$ cat config.mk
export PLATFORM = sky130hd
export DESIGN_NAME = load_anomaly_detector
export DESIGN_NICKNAME = d
export VERILOG_FILES = /design/src/hdl/lad_pkg.sv /design/src/hdl/lad_ram.sv /design/src/hdl/load_anomaly_detector.sv
export SDC_FILE = /design/constraint.sdc
export NUM_CORES = 2
export LEC_CHECK = 0
export ABC_AREA = 1
export BUFFER_PORTS_ARGS = -buffer_cell sky130_fd_sc_hd__buf_4
export CAP_MARGIN = 20
export CELL_PAD_IN_SITES_DETAIL_PLACEMENT = 1
export CELL_PAD_IN_SITES_GLOBAL_PLACEMENT = 1
export CORE_MARGIN = 2
export CORE_UTILIZATION = 45
export DETAILED_ROUTE_END_ITERATION = 10
export PLACE_DENSITY = 0.68
export SLEW_MARGIN = 20
export SYNTH_ARGS = -nofsm -noshare
export SYNTH_HDL_FRONTEND = slang
export SYNTH_HIERARCHICAL = 1
export SYNTH_SLANG_ARGS = --single-unit
$ cat constraint.sdc
create_clock -name clk -period 11.7 [get_ports clk]
set_input_delay 1.755 -clock clk [delete_from_list [all_inputs] [get_ports clk]]
set_output_delay 1.755 -clock clk [all_outputs]
set_load 0.01 [all_outputs]
$ cat src/hdl/lad_pkg.sv
// Package for the load anomaly detector: report kinds, severity codes,
// register indexes, reset values and the overshoot grading function.
// No dependencies.
`timescale 1ns / 1ps

package lad_pkg;

	localparam int HistoryDepthDefault = 64;

	localparam int LoadW   = 10;
	localparam int RunW    = 8;
	localparam int WindowW = 7;
	localparam int FreeW   = 48;
	localparam int MetricW = 28;
	localparam int CfgDataW = 10;
	localparam int CfgIndexW = 3;
	localparam int InDataW  = 72;
	localparam int OutDataW = 40;
	localparam int NumKinds = 5;

	localparam logic [RunW-1:0] RunMax = '1;

	// More than this many bytes lost over the window is a high-severity leak.
	localparam logic [FreeW-1:0] LeakHighBytes = 48'd536870912;
	// Lost bytes are reported in whole MiB.
	localparam int MibShift = 20;

	typedef enum logic [2:0] {
		KIND_CPU_SPIKE = 3'd0,
		KIND_CPU_RAMP  = 3'd1,
		KIND_MEM_SPIKE = 3'd2,
		KIND_MEM_LEAK  = 3'd3,
		KIND_OVERLOAD  = 3'd4
	} anomaly_kind_t;

	typedef enum logic [1:0] {
		SEV_LOW      = 2'd0,
		SEV_MEDIUM   = 2'd1,
		SEV_HIGH     = 2'd2,
		SEV_CRITICAL = 2'd3
	} severity_t;

	typedef enum logic [CfgIndexW-1:0] {
		REG_CPU_THRESHOLD  = 3'd0,
		REG_CPU_RUN_NEEDED = 3'd1,
		REG_MEM_THRESHOLD  = 3'd2,
		REG_MEM_RUN_NEEDED = 3'd3,
		REG_RAMP_DELTA     = 3'd4,
		REG_LEAK_WINDOW    = 3'd5
	} cfg_reg_t;

	localparam logic [LoadW-1:0]   CpuThresholdReset = 10'd900;
	localparam logic [RunW-1:0]    CpuRunNeededReset = 8'd3;
	localparam logic [LoadW-1:0]   MemThresholdReset = 10'd900;
	localparam logic [RunW-1:0]    MemRunNeededReset = 8'd3;
	localparam logic [LoadW-1:0]   RampDeltaReset    = 10'd300;
	localparam logic [WindowW-1:0] LeakWindowReset   = 7'd10;

	// Spike severity from the signed overshoot of a load over its threshold.
	function automatic severity_t grade(input logic [LoadW-1:0] value,
			input logic [LoadW-1:0] threshold);
		logic signed [LoadW:0] over;
		over = $signed({1'b0, value}) - $signed({1'b0, threshold});
		if (over >= 11'sd80) begin
			return SEV_CRITICAL;
		end else if (over >= 11'sd50) begin
			return SEV_HIGH;
		end else if (over >= 11'sd20) begin
			return SEV_MEDIUM;
		end
		return SEV_LOW;
	endfunction

endpackage

$ cat src/hdl/lad_ram.sv
// Generic single-port-write, single-port-read RAM with a registered read.
// No dependencies.
`timescale 1ns / 1ps

module lad_ram #(
	parameter int WIDTH = 48,
	parameter int DEPTH = 64
) (
	input  logic                     clk,
	input  logic                     we,
	input  logic [$clog2(DEPTH)-1:0] waddr,
	input  logic [WIDTH-1:0]         wdata,
	input  logic                     re,
	input  logic [$clog2(DEPTH)-1:0] raddr,
	output logic [WIDTH-1:0]         rdata
);

	logic [WIDTH-1:0] mem_q [DEPTH];

	always_ff @(posedge clk) begin
		if (we) begin
			mem_q[waddr] <= wdata;
		end
		if (re) begin
			rdata <= mem_q[raddr];
		end
	end

endmodule

$ cat src/hdl/load_anomaly_detector.sv
// Load anomaly detector top level: sample register, state update with the
// free-memory history, report sequencer and output register.
// Depends on lad_pkg and lad_ram.
//
//  channel  | direction | beat
//  ---------+-----------+---------------------------------------------------
//  s_axis   | in        | one sample: cpu_load, mem_load, free_bytes
//  m_axis   | out       | one report: anomaly_kind, severity, metric; tlast
//  cfg      | in        | one register write, no handshake
//
// A sample moves from the input register to the report stage when that stage
// takes it, and the state and the history RAM are updated as it moves; the
// history RAM read issued then is ready when the sample reaches the report
// stage. The report stage hands one report per cycle to the output register
// while the output is not stalled, up to 5 reports per sample. A stalled
// output holds the report stage, which then holds the input register.
// Reset restores the register defaults and clears the counters; the history
// RAM needs no clearing, since only slots written since reset are read.
`timescale 1ns / 1ps

module load_anomaly_detector #(
	parameter int HISTORY_DEPTH = lad_pkg::HistoryDepthDefault
) (
	input  logic                           clk,
	input  logic                           arst_n,
	// tdata: cpu_load [9:0], mem_load [19:10], free_bytes [67:20], zeros above
	input  logic [lad_pkg::InDataW-1:0]    s_axis_tdata,
	input  logic                           s_axis_tvalid,
	output logic                           s_axis_tready,
	// tdata: anomaly_kind [2:0], severity [4:3], metric [32:5], zeros above
	output logic [lad_pkg::OutDataW-1:0]   m_axis_tdata,
	output logic                           m_axis_tlast,
	output logic                           m_axis_tvalid,
	input  logic                           m_axis_tready,
	input  logic                           cfg_wr_en,
	input  logic [lad_pkg::CfgIndexW-1:0]  cfg_index,
	input  logic [lad_pkg::CfgDataW-1:0]   cfg_data
);

	import lad_pkg::*;

	localparam int AW = $clog2(HISTORY_DEPTH);
	localparam int SW = $clog2(HISTORY_DEPTH + 1);
	localparam int CW = (SW > WindowW) ? SW : WindowW;
	localparam int IW = CW + 2;

	// Configuration registers.
	logic [LoadW-1:0]   cpu_threshold_q, mem_threshold_q, ramp_delta_q;
	logic [RunW-1:0]    cpu_run_needed_q, mem_run_needed_q;
	logic [WindowW-1:0] leak_window_q;

	always_ff @(posedge clk or negedge arst_n) begin
		if (!arst_n) begin
			cpu_threshold_q  <= CpuThresholdReset;
			cpu_run_needed_q <= CpuRunNeededReset;
			mem_threshold_q  <= MemThresholdReset;
			mem_run_needed_q <= MemRunNeededReset;
			ramp_delta_q     <= RampDeltaReset;
			leak_window_q    <= LeakWindowReset;
		end else if (cfg_wr_en) begin
			case (cfg_index)
				REG_CPU_THRESHOLD:  cpu_threshold_q  <= cfg_data[LoadW-1:0];
				REG_CPU_RUN_NEEDED: cpu_run_needed_q <= cfg_data[RunW-1:0];
				REG_MEM_THRESHOLD:  mem_threshold_q  <= cfg_data[LoadW-1:0];
				REG_MEM_RUN_NEEDED: mem_run_needed_q <= cfg_data[RunW-1:0];
				REG_RAMP_DELTA:     ramp_delta_q     <= cfg_data[LoadW-1:0];
				REG_LEAK_WINDOW:    leak_window_q    <= cfg_data[WindowW-1:0];
				default: ;
			endcase
		end
	end

	// Input register.
	logic             valid_s1;
	logic [LoadW-1:0] cpu_s1, mem_s1;
	logic [FreeW-1:0] free_s1;
	logic             adv_s1;
	logic             take_s2;
	logic             in_beat;

	assign s_axis_tready = !valid_s1 || take_s2;
	assign in_beat       = s_axis_tvalid && s_axis_tready;
	assign adv_s1        = valid_s1 && take_s2;

	always_ff @(posedge clk or negedge arst_n) begin
		if (!arst_n) begin
			valid_s1 <= 1'b0;
		end else if (in_beat) begin
			valid_s1 <= 1'b1;
		end else if (adv_s1) begin
			valid_s1 <= 1'b0;
		end
	end

	always_ff @(posedge clk) begin
		if (in_beat) begin
			cpu_s1  <= s_axis_tdata[LoadW-1:0];
			mem_s1  <= s_axis_tdata[2*LoadW-1:LoadW];
			free_s1 <= s_axis_tdata[2*LoadW+FreeW-1:2*LoadW];
		end
	end

	// Sample state.
	logic [RunW-1:0]  cpu_run_q, mem_run_q;
	logic [LoadW-1:0] prev_cpu_q;
	logic [FreeW-1:0] prev_free_q;
	logic [SW-1:0]    samples_q, fall_run_q;
	logic [AW-1:0]    ptr_q;

	logic                  had_prev;
	logic [SW-1:0]         samples_next, fall_next;
	logic [AW-1:0]         ptr_next;
	logic [RunW-1:0]       cpu_run_next, mem_run_next;
	logic                  cpu_hot, mem_hot;
	logic signed [LoadW:0] rise;
	logic                  ramp_fire, ramp_high;
	logic [WindowW-1:0]    win, back;
	logic                  leak_fire;
	logic [IW-1:0]         idx_wide;
	logic [AW-1:0]         leak_idx;
	logic [NumKinds-1:0]   fire_mask;

	always_comb begin
		had_prev = samples_q != '0;

		if (!had_prev) begin
			fall_next = '0;
		end else if (free_s1 < prev_free_q) begin
			fall_next = (fall_run_q == SW'(HISTORY_DEPTH)) ? fall_run_q : fall_run_q + 1'b1;
		end else begin
			fall_next = '0;
		end

		if (!had_prev || ptr_q == AW'(HISTORY_DEPTH - 1)) begin
			ptr_next = '0;
		end else begin
			ptr_next = ptr_q + 1'b1;
		end

		samples_next = (samples_q == SW'(HISTORY_DEPTH)) ? samples_q : samples_q + 1'b1;

		cpu_hot = cpu_s1 >= cpu_threshold_q;
		mem_hot = mem_s1 >= mem_threshold_q;
		if (!cpu_hot) begin
			cpu_run_next = '0;
		end else begin
			cpu_run_next = (cpu_run_q == RunMax) ? cpu_run_q : cpu_run_q + 1'b1;
		end
		if (!mem_hot) begin
			mem_run_next = '0;
		end else begin
			mem_run_next = (mem_run_q == RunMax) ? mem_run_q : mem_run_q + 1'b1;
		end

		rise      = $signed({1'b0, cpu_s1}) - $signed({1'b0, prev_cpu_q});
		ramp_fire = had_prev && (rise >= $signed({1'b0, ramp_delta_q}));
		ramp_high = $signed({rise[LoadW], rise}) >= $signed({1'b0, ramp_delta_q, 1'b0});

		// A window of zero behaves as a window of one.
		win  = (leak_window_q == '0) ? WindowW'(1) : leak_window_q;
		back = win - 1'b1;
		leak_fire = (CW'(win) <= CW'(samples_next)) && (CW'(fall_next) >= CW'(back));

		// Slot of the oldest sample in the window; only meaningful on a leak.
		idx_wide = IW'(ptr_next) + IW'(HISTORY_DEPTH) - IW'(back);
		if (idx_wide >= IW'(HISTORY_DEPTH)) begin
			idx_wide = idx_wide - IW'(HISTORY_DEPTH);
		end
		leak_idx = idx_wide[AW-1:0];

		fire_mask = '0;
		fire_mask[KIND_CPU_SPIKE] = cpu_run_next >= cpu_run_needed_q;
		fire_mask[KIND_CPU_RAMP]  = ramp_fire;
		fire_mask[KIND_MEM_SPIKE] = mem_run_next >= mem_run_needed_q;
		fire_mask[KIND_MEM_LEAK]  = leak_fire;
		fire_mask[KIND_OVERLOAD]  = cpu_hot && mem_hot;
	end

	always_ff @(posedge clk or negedge arst_n) begin
		if (!arst_n) begin
			cpu_run_q  <= '0;
			mem_run_q  <= '0;
			prev_cpu_q <= '0;
			samples_q  <= '0;
			fall_run_q <= '0;
			ptr_q      <= '0;
		end else if (adv_s1) begin
			cpu_run_q  <= cpu_run_next;
			mem_run_q  <= mem_run_next;
			prev_cpu_q <= cpu_s1;
			samples_q  <= samples_next;
			fall_run_q <= fall_next;
			ptr_q      <= ptr_next;
		end
	end

	// The newest history entry is kept in a register, so the RAM serves
	// only the window read.
	always_ff @(posedge clk) begin
		if (adv_s1) begin
			prev_free_q <= free_s1;
		end
	end

	logic [FreeW-1:0] hist_rdata;

	lad_ram #(
		.WIDTH (FreeW),
		.DEPTH (HISTORY_DEPTH)
	) u_history (
		.clk   (clk),
		.we    (adv_s1),
		.waddr (ptr_next),
		.wdata (free_s1),
		.re    (adv_s1),
		.raddr (leak_idx),
		.rdata (hist_rdata)
	);

	// Report stage: one pending bit per kind, emitted lowest kind first.
	logic [NumKinds-1:0] mask_s2;
	severity_t           cpu_sev_s2, mem_sev_s2, ramp_sev_s2;
	logic [LoadW-1:0]    cpu_s2, mem_s2, rise_s2;
	logic [FreeW-1:0]    free_s2;
	logic                leak_one_s2;

	always_ff @(posedge clk) begin
		if (adv_s1) begin
			cpu_sev_s2  <= grade(cpu_s1, cpu_threshold_q);
			mem_sev_s2  <= grade(mem_s1, mem_threshold_q);
			ramp_sev_s2 <= ramp_high ? SEV_HIGH : SEV_MEDIUM;
			cpu_s2      <= cpu_s1;
			mem_s2      <= mem_s1;
			rise_s2     <= rise[LoadW-1:0];
			free_s2     <= free_s1;
			leak_one_s2 <= back == '0;
		end
	end

	anomaly_kind_t       head;
	logic [NumKinds-1:0] rest;
	logic                move;
	logic                head_last;
	logic [FreeW-1:0]    lost;
	severity_t           head_sev;
	logic [MetricW-1:0]  head_metric;

	always_comb begin
		head = KIND_OVERLOAD;
		for (int i = NumKinds - 1; i >= 0; i--) begin
			if (mask_s2[i]) begin
				head = anomaly_kind_t'(3'(i));
			end
		end
		rest = mask_s2;
		rest[head] = 1'b0;
		head_last = rest == '0;
		move = (mask_s2 != '0) && (!m_axis_tvalid || m_axis_tready);
		take_s2 = (mask_s2 == '0) || (move && head_last);

		lost = leak_one_s2 ? '0 : hist_rdata - free_s2;

		case (head)
			KIND_CPU_SPIKE: begin
				head_sev    = cpu_sev_s2;
				head_metric = MetricW'(cpu_s2);
			end
			KIND_CPU_RAMP: begin
				head_sev    = ramp_sev_s2;
				head_metric = MetricW'(rise_s2);
			end
			KIND_MEM_SPIKE: begin
				head_sev    = mem_sev_s2;
				head_metric = MetricW'(mem_s2);
			end
			KIND_MEM_LEAK: begin
				head_sev    = (lost > LeakHighBytes) ? SEV_HIGH : SEV_MEDIUM;
				head_metric = lost[FreeW-1:MibShift];
			end
			KIND_OVERLOAD: begin
				head_sev    = SEV_CRITICAL;
				head_metric = MetricW'((cpu_s2 > mem_s2) ? cpu_s2 : mem_s2);
			end
			default: begin
				head_sev    = SEV_LOW;
				head_metric = '0;
			end
		endcase
	end

	always_ff @(posedge clk or negedge arst_n) begin
		if (!arst_n) begin
			mask_s2 <= '0;
		end else if (adv_s1) begin
			mask_s2 <= fire_mask;
		end else if (move) begin
			mask_s2 <= rest;
		end
	end

	// Output register.
	anomaly_kind_t      out_kind_q;
	severity_t          out_sev_q;
	logic [MetricW-1:0] out_metric_q;
	logic               out_last_q;
	logic               out_valid_q;

	always_ff @(posedge clk or negedge arst_n) begin
		if (!arst_n) begin
			out_valid_q <= 1'b0;
		end else if (move) begin
			out_valid_q <= 1'b1;
		end else if (m_axis_tready) begin
			out_valid_q <= 1'b0;
		end
	end

	always_ff @(posedge clk) begin
		if (move) begin
			out_kind_q   <= head;
			out_sev_q    <= head_sev;
			out_metric_q <= head_metric;
			out_last_q   <= head_last;
		end
	end

	assign m_axis_tvalid = out_valid_q;
	assign m_axis_tlast  = out_last_q;
	assign m_axis_tdata  = {{(OutDataW - 3 - 2 - MetricW){1'b0}}, out_metric_q, out_sev_q,
		out_kind_q};

	// The first sample after reset has nothing to ramp from.
	assert property (@(posedge clk) disable iff (!arst_n)
		(adv_s1 && samples_q == '0) |=> !mask_s2[KIND_CPU_RAMP])
		else $error("ramp reported without a previous sample");

	assert property (@(posedge clk) disable iff (!arst_n)
		(samples_q <= SW'(HISTORY_DEPTH)) && (fall_run_q <= samples_q))
		else $error("sample or fall counter out of range");

	// A report stage with work left never lets a new sample in.
	assert property (@(posedge clk) disable iff (!arst_n)
		(mask_s2 != '0 && !move) |-> !adv_s1)
		else $error("sample advanced over pending reports");

	assert property (@(posedge clk) disable iff (!arst_n)
		(adv_s1 && fire_mask == '0) |=> (mask_s2 == '0 && !move))
		else $error("report emitted for a quiet sample");

endmodule

Yosys cells after proc, flatten, opt, wreduce, memory -nomap -nowiden
Memories as Yosys holds them, arrays and structs flattened. A register that Yosys moved wholly into a read port is not among the register bits.
Index checks and enable logic that the tools add are counted.
W data, S select, Z words.
{ "totals": {"input_bits": 90, "word_cells": 157, "n_memories": 1, "output_inout_bits": 43, "register_bits": 293, "ram_bits": 3072} }
{ "op_classes": {"magnitude_cmp": 20, "addsub": 13, "n_eq_ne": 14, "reduce_logical": 32, "bitwise": 2, "mux": 45} }
{ "memory_table": {"columns": ["memory", "words", "word_bits", "rd", "rd_ports_with_merged_regs", "wr", "line", "source"], "rows": [
  ["u_history.mem_q", 64, 48, 1, 1, 1, "lad_ram.sv:18", "logic [WIDTH-1:0] mem_q [DEPTH];"]
]} }
{ "op_table": {"columns": ["cell", "n"], "rows": [
  ["$pmux W28 S5", 1],
  ["$gt A48 B30 Y1 const B", 1],
  ["$lt A48 B48 Y1", 1],
  ["$mux W48", 1],
  ["$sub A48 B48 Y48", 1],
  ["$mux W7", 5],
  ["$sub A10 B10 Y11", 3],
  ["$mux W8", 4],
  ["$ge A11 B6 Y1 const B", 2],
  ["$ge A11 B7 Y1 const B", 2],
  ["$ge A11 B8 Y1 const B", 2],
  ["$ge A10 B10 Y1", 2],
  ["$add A8 B1 Y8 const B", 2],
  ["$eq A8 B8 Y1 const B", 2],
  ["$ge A8 B8 Y1", 2],
  ["$mux W2", 8],
  ["$mux W1", 15],
  ["$add A7 B1 Y7 const B", 2],
  ["$eq A7 B7 Y1 const B", 2],
  ["$logic_not A7 Y1", 2],
  ["$eq A3 B2 Y1 const B", 4],
  ["$ge A11 B12 Y1", 1],
  ["$mux W3", 4],
  ["$mux W6", 2],
  ["other kinds (30)", 55]
]} }

Longest topological paths before layout
{ "depth": {"word_depth": 16, "mapped_depth": 24} }

Cells and area by module
Netlist, hierarchy kept.
{ "by_module_without_submodules": {"columns": ["module", "n_inst", "area_each_um2", "cells_each"], "rows": [
  ["lad_ram", 1, 124811.0, 10108],
  ["load_anomaly_detector", 1, 20318.2, 2550]
]} }

Worst setup path before layout
No wires, ideal clock.
{ "synth_path": {"kind": "input-to-reg", "from": "input port m_axis_tready", "to": "memory u_history.mem_q[48][0], enable pin", "slack_ns": 2.096, "n_path_buf": 2, "t_arrival_ns": 9.030, "cell_stages": 10, "cell_sequence": "inv_1 > nand2_1 > nand2_1 > nand2_1 > nand2_2 > inv_2 > buf_2 > clkbuf_1 > nand4_1 > nor4_1"} }
{ "synth_between": {"elab_chain_len": 7} }
{ "synth_lines": {"columns": ["item", "line", "source"], "rows": [
  ["start, declared", "load_anomaly_detector.sv:34", "input logic m_axis_tready,"],
  ["$logic_or A1 B1 Y1", "load_anomaly_detector.sv:258", "move = (mask_s2 != '0) && (!m_axis_tvalid || m_axis_tready);"],
  ["$logic_and A1 B1 Y1", "load_anomaly_detector.sv:258", null],
  ["$logic_and A1 B1 Y1", "load_anomaly_detector.sv:259", "take_s2 = (mask_s2 == '0) || (move && head_last);"],
  ["$logic_or A1 B1 Y1", "load_anomaly_detector.sv:259", null],
  ["$logic_and A1 B1 Y1", "load_anomaly_detector.sv:83", "assign adv_s1 = valid_s1 && take_s2;"],
  ["via adv_s1", "load_anomaly_detector.sv:77", "logic adv_s1;"],
  ["$mux W1", "lad_ram.sv:21", "if (we) begin"],
  ["$mux W1 (implied by the code)", "lad_ram.sv:22", "mem_q[waddr] <= wdata;"],
  ["end, declared", "lad_ram.sv:18", null]
]} }
The timed path passes the listed nets, and every way through them passes these cells.

Worst setup path after layout
{ "layout_path": {"from": "register samples_q[0]", "to": "register u_history.rdata[1], read port of u_history.mem_q, data pin"} }
{ "layout_between": {"elab_chain_len": 8, "elab_cells_between_ends": 9, "classes_between": "add/sub: 3; order compare: 1; mux: 2; reduce/logical: 3"} }
{ "layout_lines": {"columns": ["item", "line", "source"], "rows": [
  ["start, declared", "load_anomaly_detector.sv:107", "logic [SW-1:0] samples_q, fall_run_q;"],
  ["start signal, assigned", "load_anomaly_detector.sv:191", "samples_q <= samples_next;"],
  ["$reduce_bool A7 Y1 (*)", "load_anomaly_detector.sv:124", "had_prev = samples_q != '0;"],
  ["$logic_not A1 Y1 (*)", "load_anomaly_detector.sv:134", "if (!had_prev || ptr_q == AW'(HISTORY_DEPTH - 1)) begin"],
  ["$logic_or A1 B1 Y1 (*)", "load_anomaly_detector.sv:134", null],
  ["$mux W6 (*)", "load_anomaly_detector.sv:134", null],
  ["via ptr_next[2]", "load_anomaly_detector.sv:112", "logic [AW-1:0] ptr_next;"],
  ["$add A6 B7 Y8 (*)", "load_anomaly_detector.sv:165", "idx_wide = IW'(ptr_next) + IW'(HISTORY_DEPTH) - IW'(back);"],
  ["$sub A8 B7 Y9 (*)", "load_anomaly_detector.sv:165", null],
  ["$ge A9 B7 Y1 / $sub A6 B1 Y6 (equally long branches)", "load_anomaly_detector.sv:166, load_anomaly_detector.sv:167", null],
  ["$mux W6 (*)", "load_anomaly_detector.sv:166", "if (idx_wide >= IW'(HISTORY_DEPTH)) begin"],
  ["via idx_wide[3]", "load_anomaly_detector.sv:119", "logic [IW-1:0] idx_wide;"],
  ["end, declared", "lad_ram.sv:15", "output logic [WIDTH-1:0] rdata"]
]} }
Mark *: on every way through the listed nets, which the timed path passes. The rest lies on a longest branch.
A chain may end at the register's enable or synchronous reset.

==> qor.yml <==
startpoint_type: "flop"
crit_family: "buffers and inverters"
drt_wl_total_mm: 473
hold_start: "cpu_s1[0]"
worstMarginPinSlew_ns: 1.35
nNetsFinal: 13000
cts_root_buf: "clkbuf_16"
drc: 0
insertion_delay_ns: 0.95
cp.arrival_ns: 7.91
fin_skew_ns: 0.0437
grtUsageTotal: 0.285
critical_path_buf_inv_count: 7
core_sq_mm: 0.321
via_per_inst: 5.87
r2r_slack_ns: 4.47
slowest_delay_ns: 0.79
hp-class: "reg -> reg"
wl_per_cell_um: 27.4
synth_seq_cells: 3413
cts_resized: 0
vias: 102000
gp_congestion: 0.854
grt_pass1_vias: 104000
setup_ws_ns: 4.47
rsz0062_at_grt: "no"
cts.clk_slew.worst_paths_ns: 0.06
grt_pass1_wl_mm: 690
syn_inst: 12700
start_util: 0.452
netlist_area_sq_mm: 0.145
die_height_um: 572
synth_top_flop_cell: "edfxtp_1"
path_class: "reg -> reg"
area_growth_pct: 11.2
die_w_um: 572
slew_headroom: 0.0973
hpwl_mm: 264
tns_ns: 0
drtIter0Drc: 9550
layout_commonest_cell: "nand2_1"
clk_path_buf_depth: 4
overflow: 0
layout.cells.most_common_list: "nand2_1 (4,027), edfxtp_1 (3,307), nand3_1 (2,968)"
worstPathCellList: "inv_1 -> ha_1 -> nand2_1 -> nor4_4 -> inv_1 -> o21ai_1 -> inv_1 -> nand2_1 -> nor2_1 -> ha_1 -> nand2_1 -> o21ai_0 -> xor2_4 -> buf_12 -> inv_8 -> buf_4 -> buf_4 -> nand3_1 -> nand3_1 -> nand2_1 -> nand2_1 -> nand2_1"
min_to: "cpu_s2[0]"
synth_area_per_cell_sq_um: 11.5
final_hold_viol_count: 0
synth_edf_count: 3307
post-place-ws_ns: 4.68
setup_viol: 0
yosysWarnings: 6
r2r_cells: 22
path_max_fanout: 78
numCtsBuffers: 365
row_count: 208
synthArstFlopShare: 0.0311
first_pass_iters: 6
period_needed_ns: 7.23
grt_max_degree: 245
worstSetupEndpointType: "flop"
drv_cap: 0
dieArea_sq_mm: 0.327
synthDistinctLibCells: 71
reg2reg_from: "samples_q[0]"
max_freq_mhz: 138
cts.sinks: 3413
postCtsSetupBuffers: 0
cts_hold_buf: 0
slew_violations: 0
status: "finished, final reports clean"
htree_levels: 5
numPortBuffers: 121
postRouteAntennaNets: 0
r2r-end: "u_history/rdata[1]"
path_common_cell: "nand2_1"
critPathRequiredTime_ns: 12.37
antenna_found_initial: 17
drive_above_1_share: 0.0785
pin_count: 133
whs_path_depth: 0
finalCritPeriodShare: 0.618
ys_seq_area_frac: 0.703
cts_tree: "built"
crit_slowest_cell: "buf_4"
## state kept, by name, summed over array words and instances, names as in the netlist, 5 cells and up
signal,cells
u_history/mem_q,3072
free_s1,48
free_s2,48
u_history/rdata,48
out_metric_q,28
cpu_s1,10
cpu_s2,10
cpu_threshold_q,10
mem_s1,10
mem_s2,10
mem_threshold_q,10
prev_cpu_q,10
ramp_delta_q,10
rise_s2,10
cpu_run_needed_q,8
cpu_run_q,8
mem_run_needed_q,8
mem_run_q,8
fall_run_q,7
leak_window_q,7
samples_q,7
ptr_q,6
mask_s2,5
## cells in the mapped netlist (all sizes together) (5+ instances only)
master	instances	area, sq um
nand2	4054	15300
edfxtp	3307	99300
nand3	2979	15000
buf	578	3500
inv	472	1770
nor2	261	1040
ha	197	2460
o21ai	166	838
clkbuf	143	538
a21oi	127	669
dfrtp	88	2200
nand4	44	282
xor2	35	307
nor3	30	176
xnor2	19	166
dfstp	18	473
o21bai	18	135
nand3b	15	116
o211ai	13	97.6
nor4	12	90.1
a21o	10	75.1
a221oi	9	78.8
or2	8	52.6
a211oi	6	45.0
and2	6	38.8
a21boi	5	37.5
a31oi	5	31.3
fa	5	100
## layer usage
metal,routed length [um],part of all wire,vias up,track usage
li1,-,-,44400,-
met1,200000,0.42,52400,0.391
met2,224000,0.47,3814,0.469
met3,33700,0.071,827,0.0396
met4,16200,0.034,4,0.0942
met5,27,0.000057,-,0
## metrics by stage
step / area [sq um] / hold WS, ns / util / instances
after global routing: 161000 / 0.501 / 0.503 / 17300
final: 161000 / 0.484 / 0.503 / 17300
after global placement: 150000 / 0.448 / 0.467 / 16600
after floorplan: 145000 / 0.426 / - / 12700
after CTS: 161000 / 0.491 / 0.503 / 17300
after detailed placement: 150000 / 0.477 / 0.467 / 16600
## worst reg2reg max path, delay by kind of cell, from the launching register on
family / cells / cell delay [ns]
buffers and inverters: 7 / 3.16
and+or+nand+nor: 10 / 2.03
AOI/OAI and AO/OA: 2 / 0.66
adders and majority gates: 2 / 0.58
DFF: 1 / 0.40
xor gates and xnor gates: 1 / 0.14
## final cells by class
| type | instances | area (sq um) |
|---|---|---|
| diodes | 26 | 65.1 |
| flip-flops and latches | 3413 | 102000 |
| clock buffers | 466 | 9690 |
| well taps | 4305 | 5390 |
| multi-input cells | 8054 | 37900 |
| clock inverters | 197 | 1590 |
| repair buffers | 358 | 2920 |
| fillers | 33600 | 160000 |
| inverters | 476 | 1850 |
## how the worst max path moves through the flow
stage                   from                endpoint  slack, ns  cells past startpoint
6_report        samples_q[0]      u_history/rdata[1]       4.47                     22
3_5_place_dp    samples_q[0]     u_history/rdata[29]       4.68                     21
4_1_cts         samples_q[0]      u_history/rdata[1]       4.60                     22
3_3_place_gp    samples_q[0]      u_history/rdata[1]       4.79                     22
5_1_grt         samples_q[0]     u_history/rdata[31]       4.28                     21
2_1_floorplan  m_axis_tready  u_history/mem_q[48][0]       2.10                     10
## kinds of logic (layout without fill, tap and decap cells)
family                   count (synthesis)  after routing  synth area share
AO/OA/AOI/OAI                          375            375            0.0147
XOR/XNOR                                54             54           0.00326
adder cells (fa/ha/maj)                202            202            0.0177
buffers and inverters                 1197           1497            0.0401
flip-flops                            3413           3413             0.703
multiplexers                             2              2          0.000138
other                                    1             33         0.0000258
AND/OR/NAND/NOR                       7414           7414             0.221
Power is not shown: default switching activity piles up to over one toggle a cycle in this logic, so the estimate is an artifact.
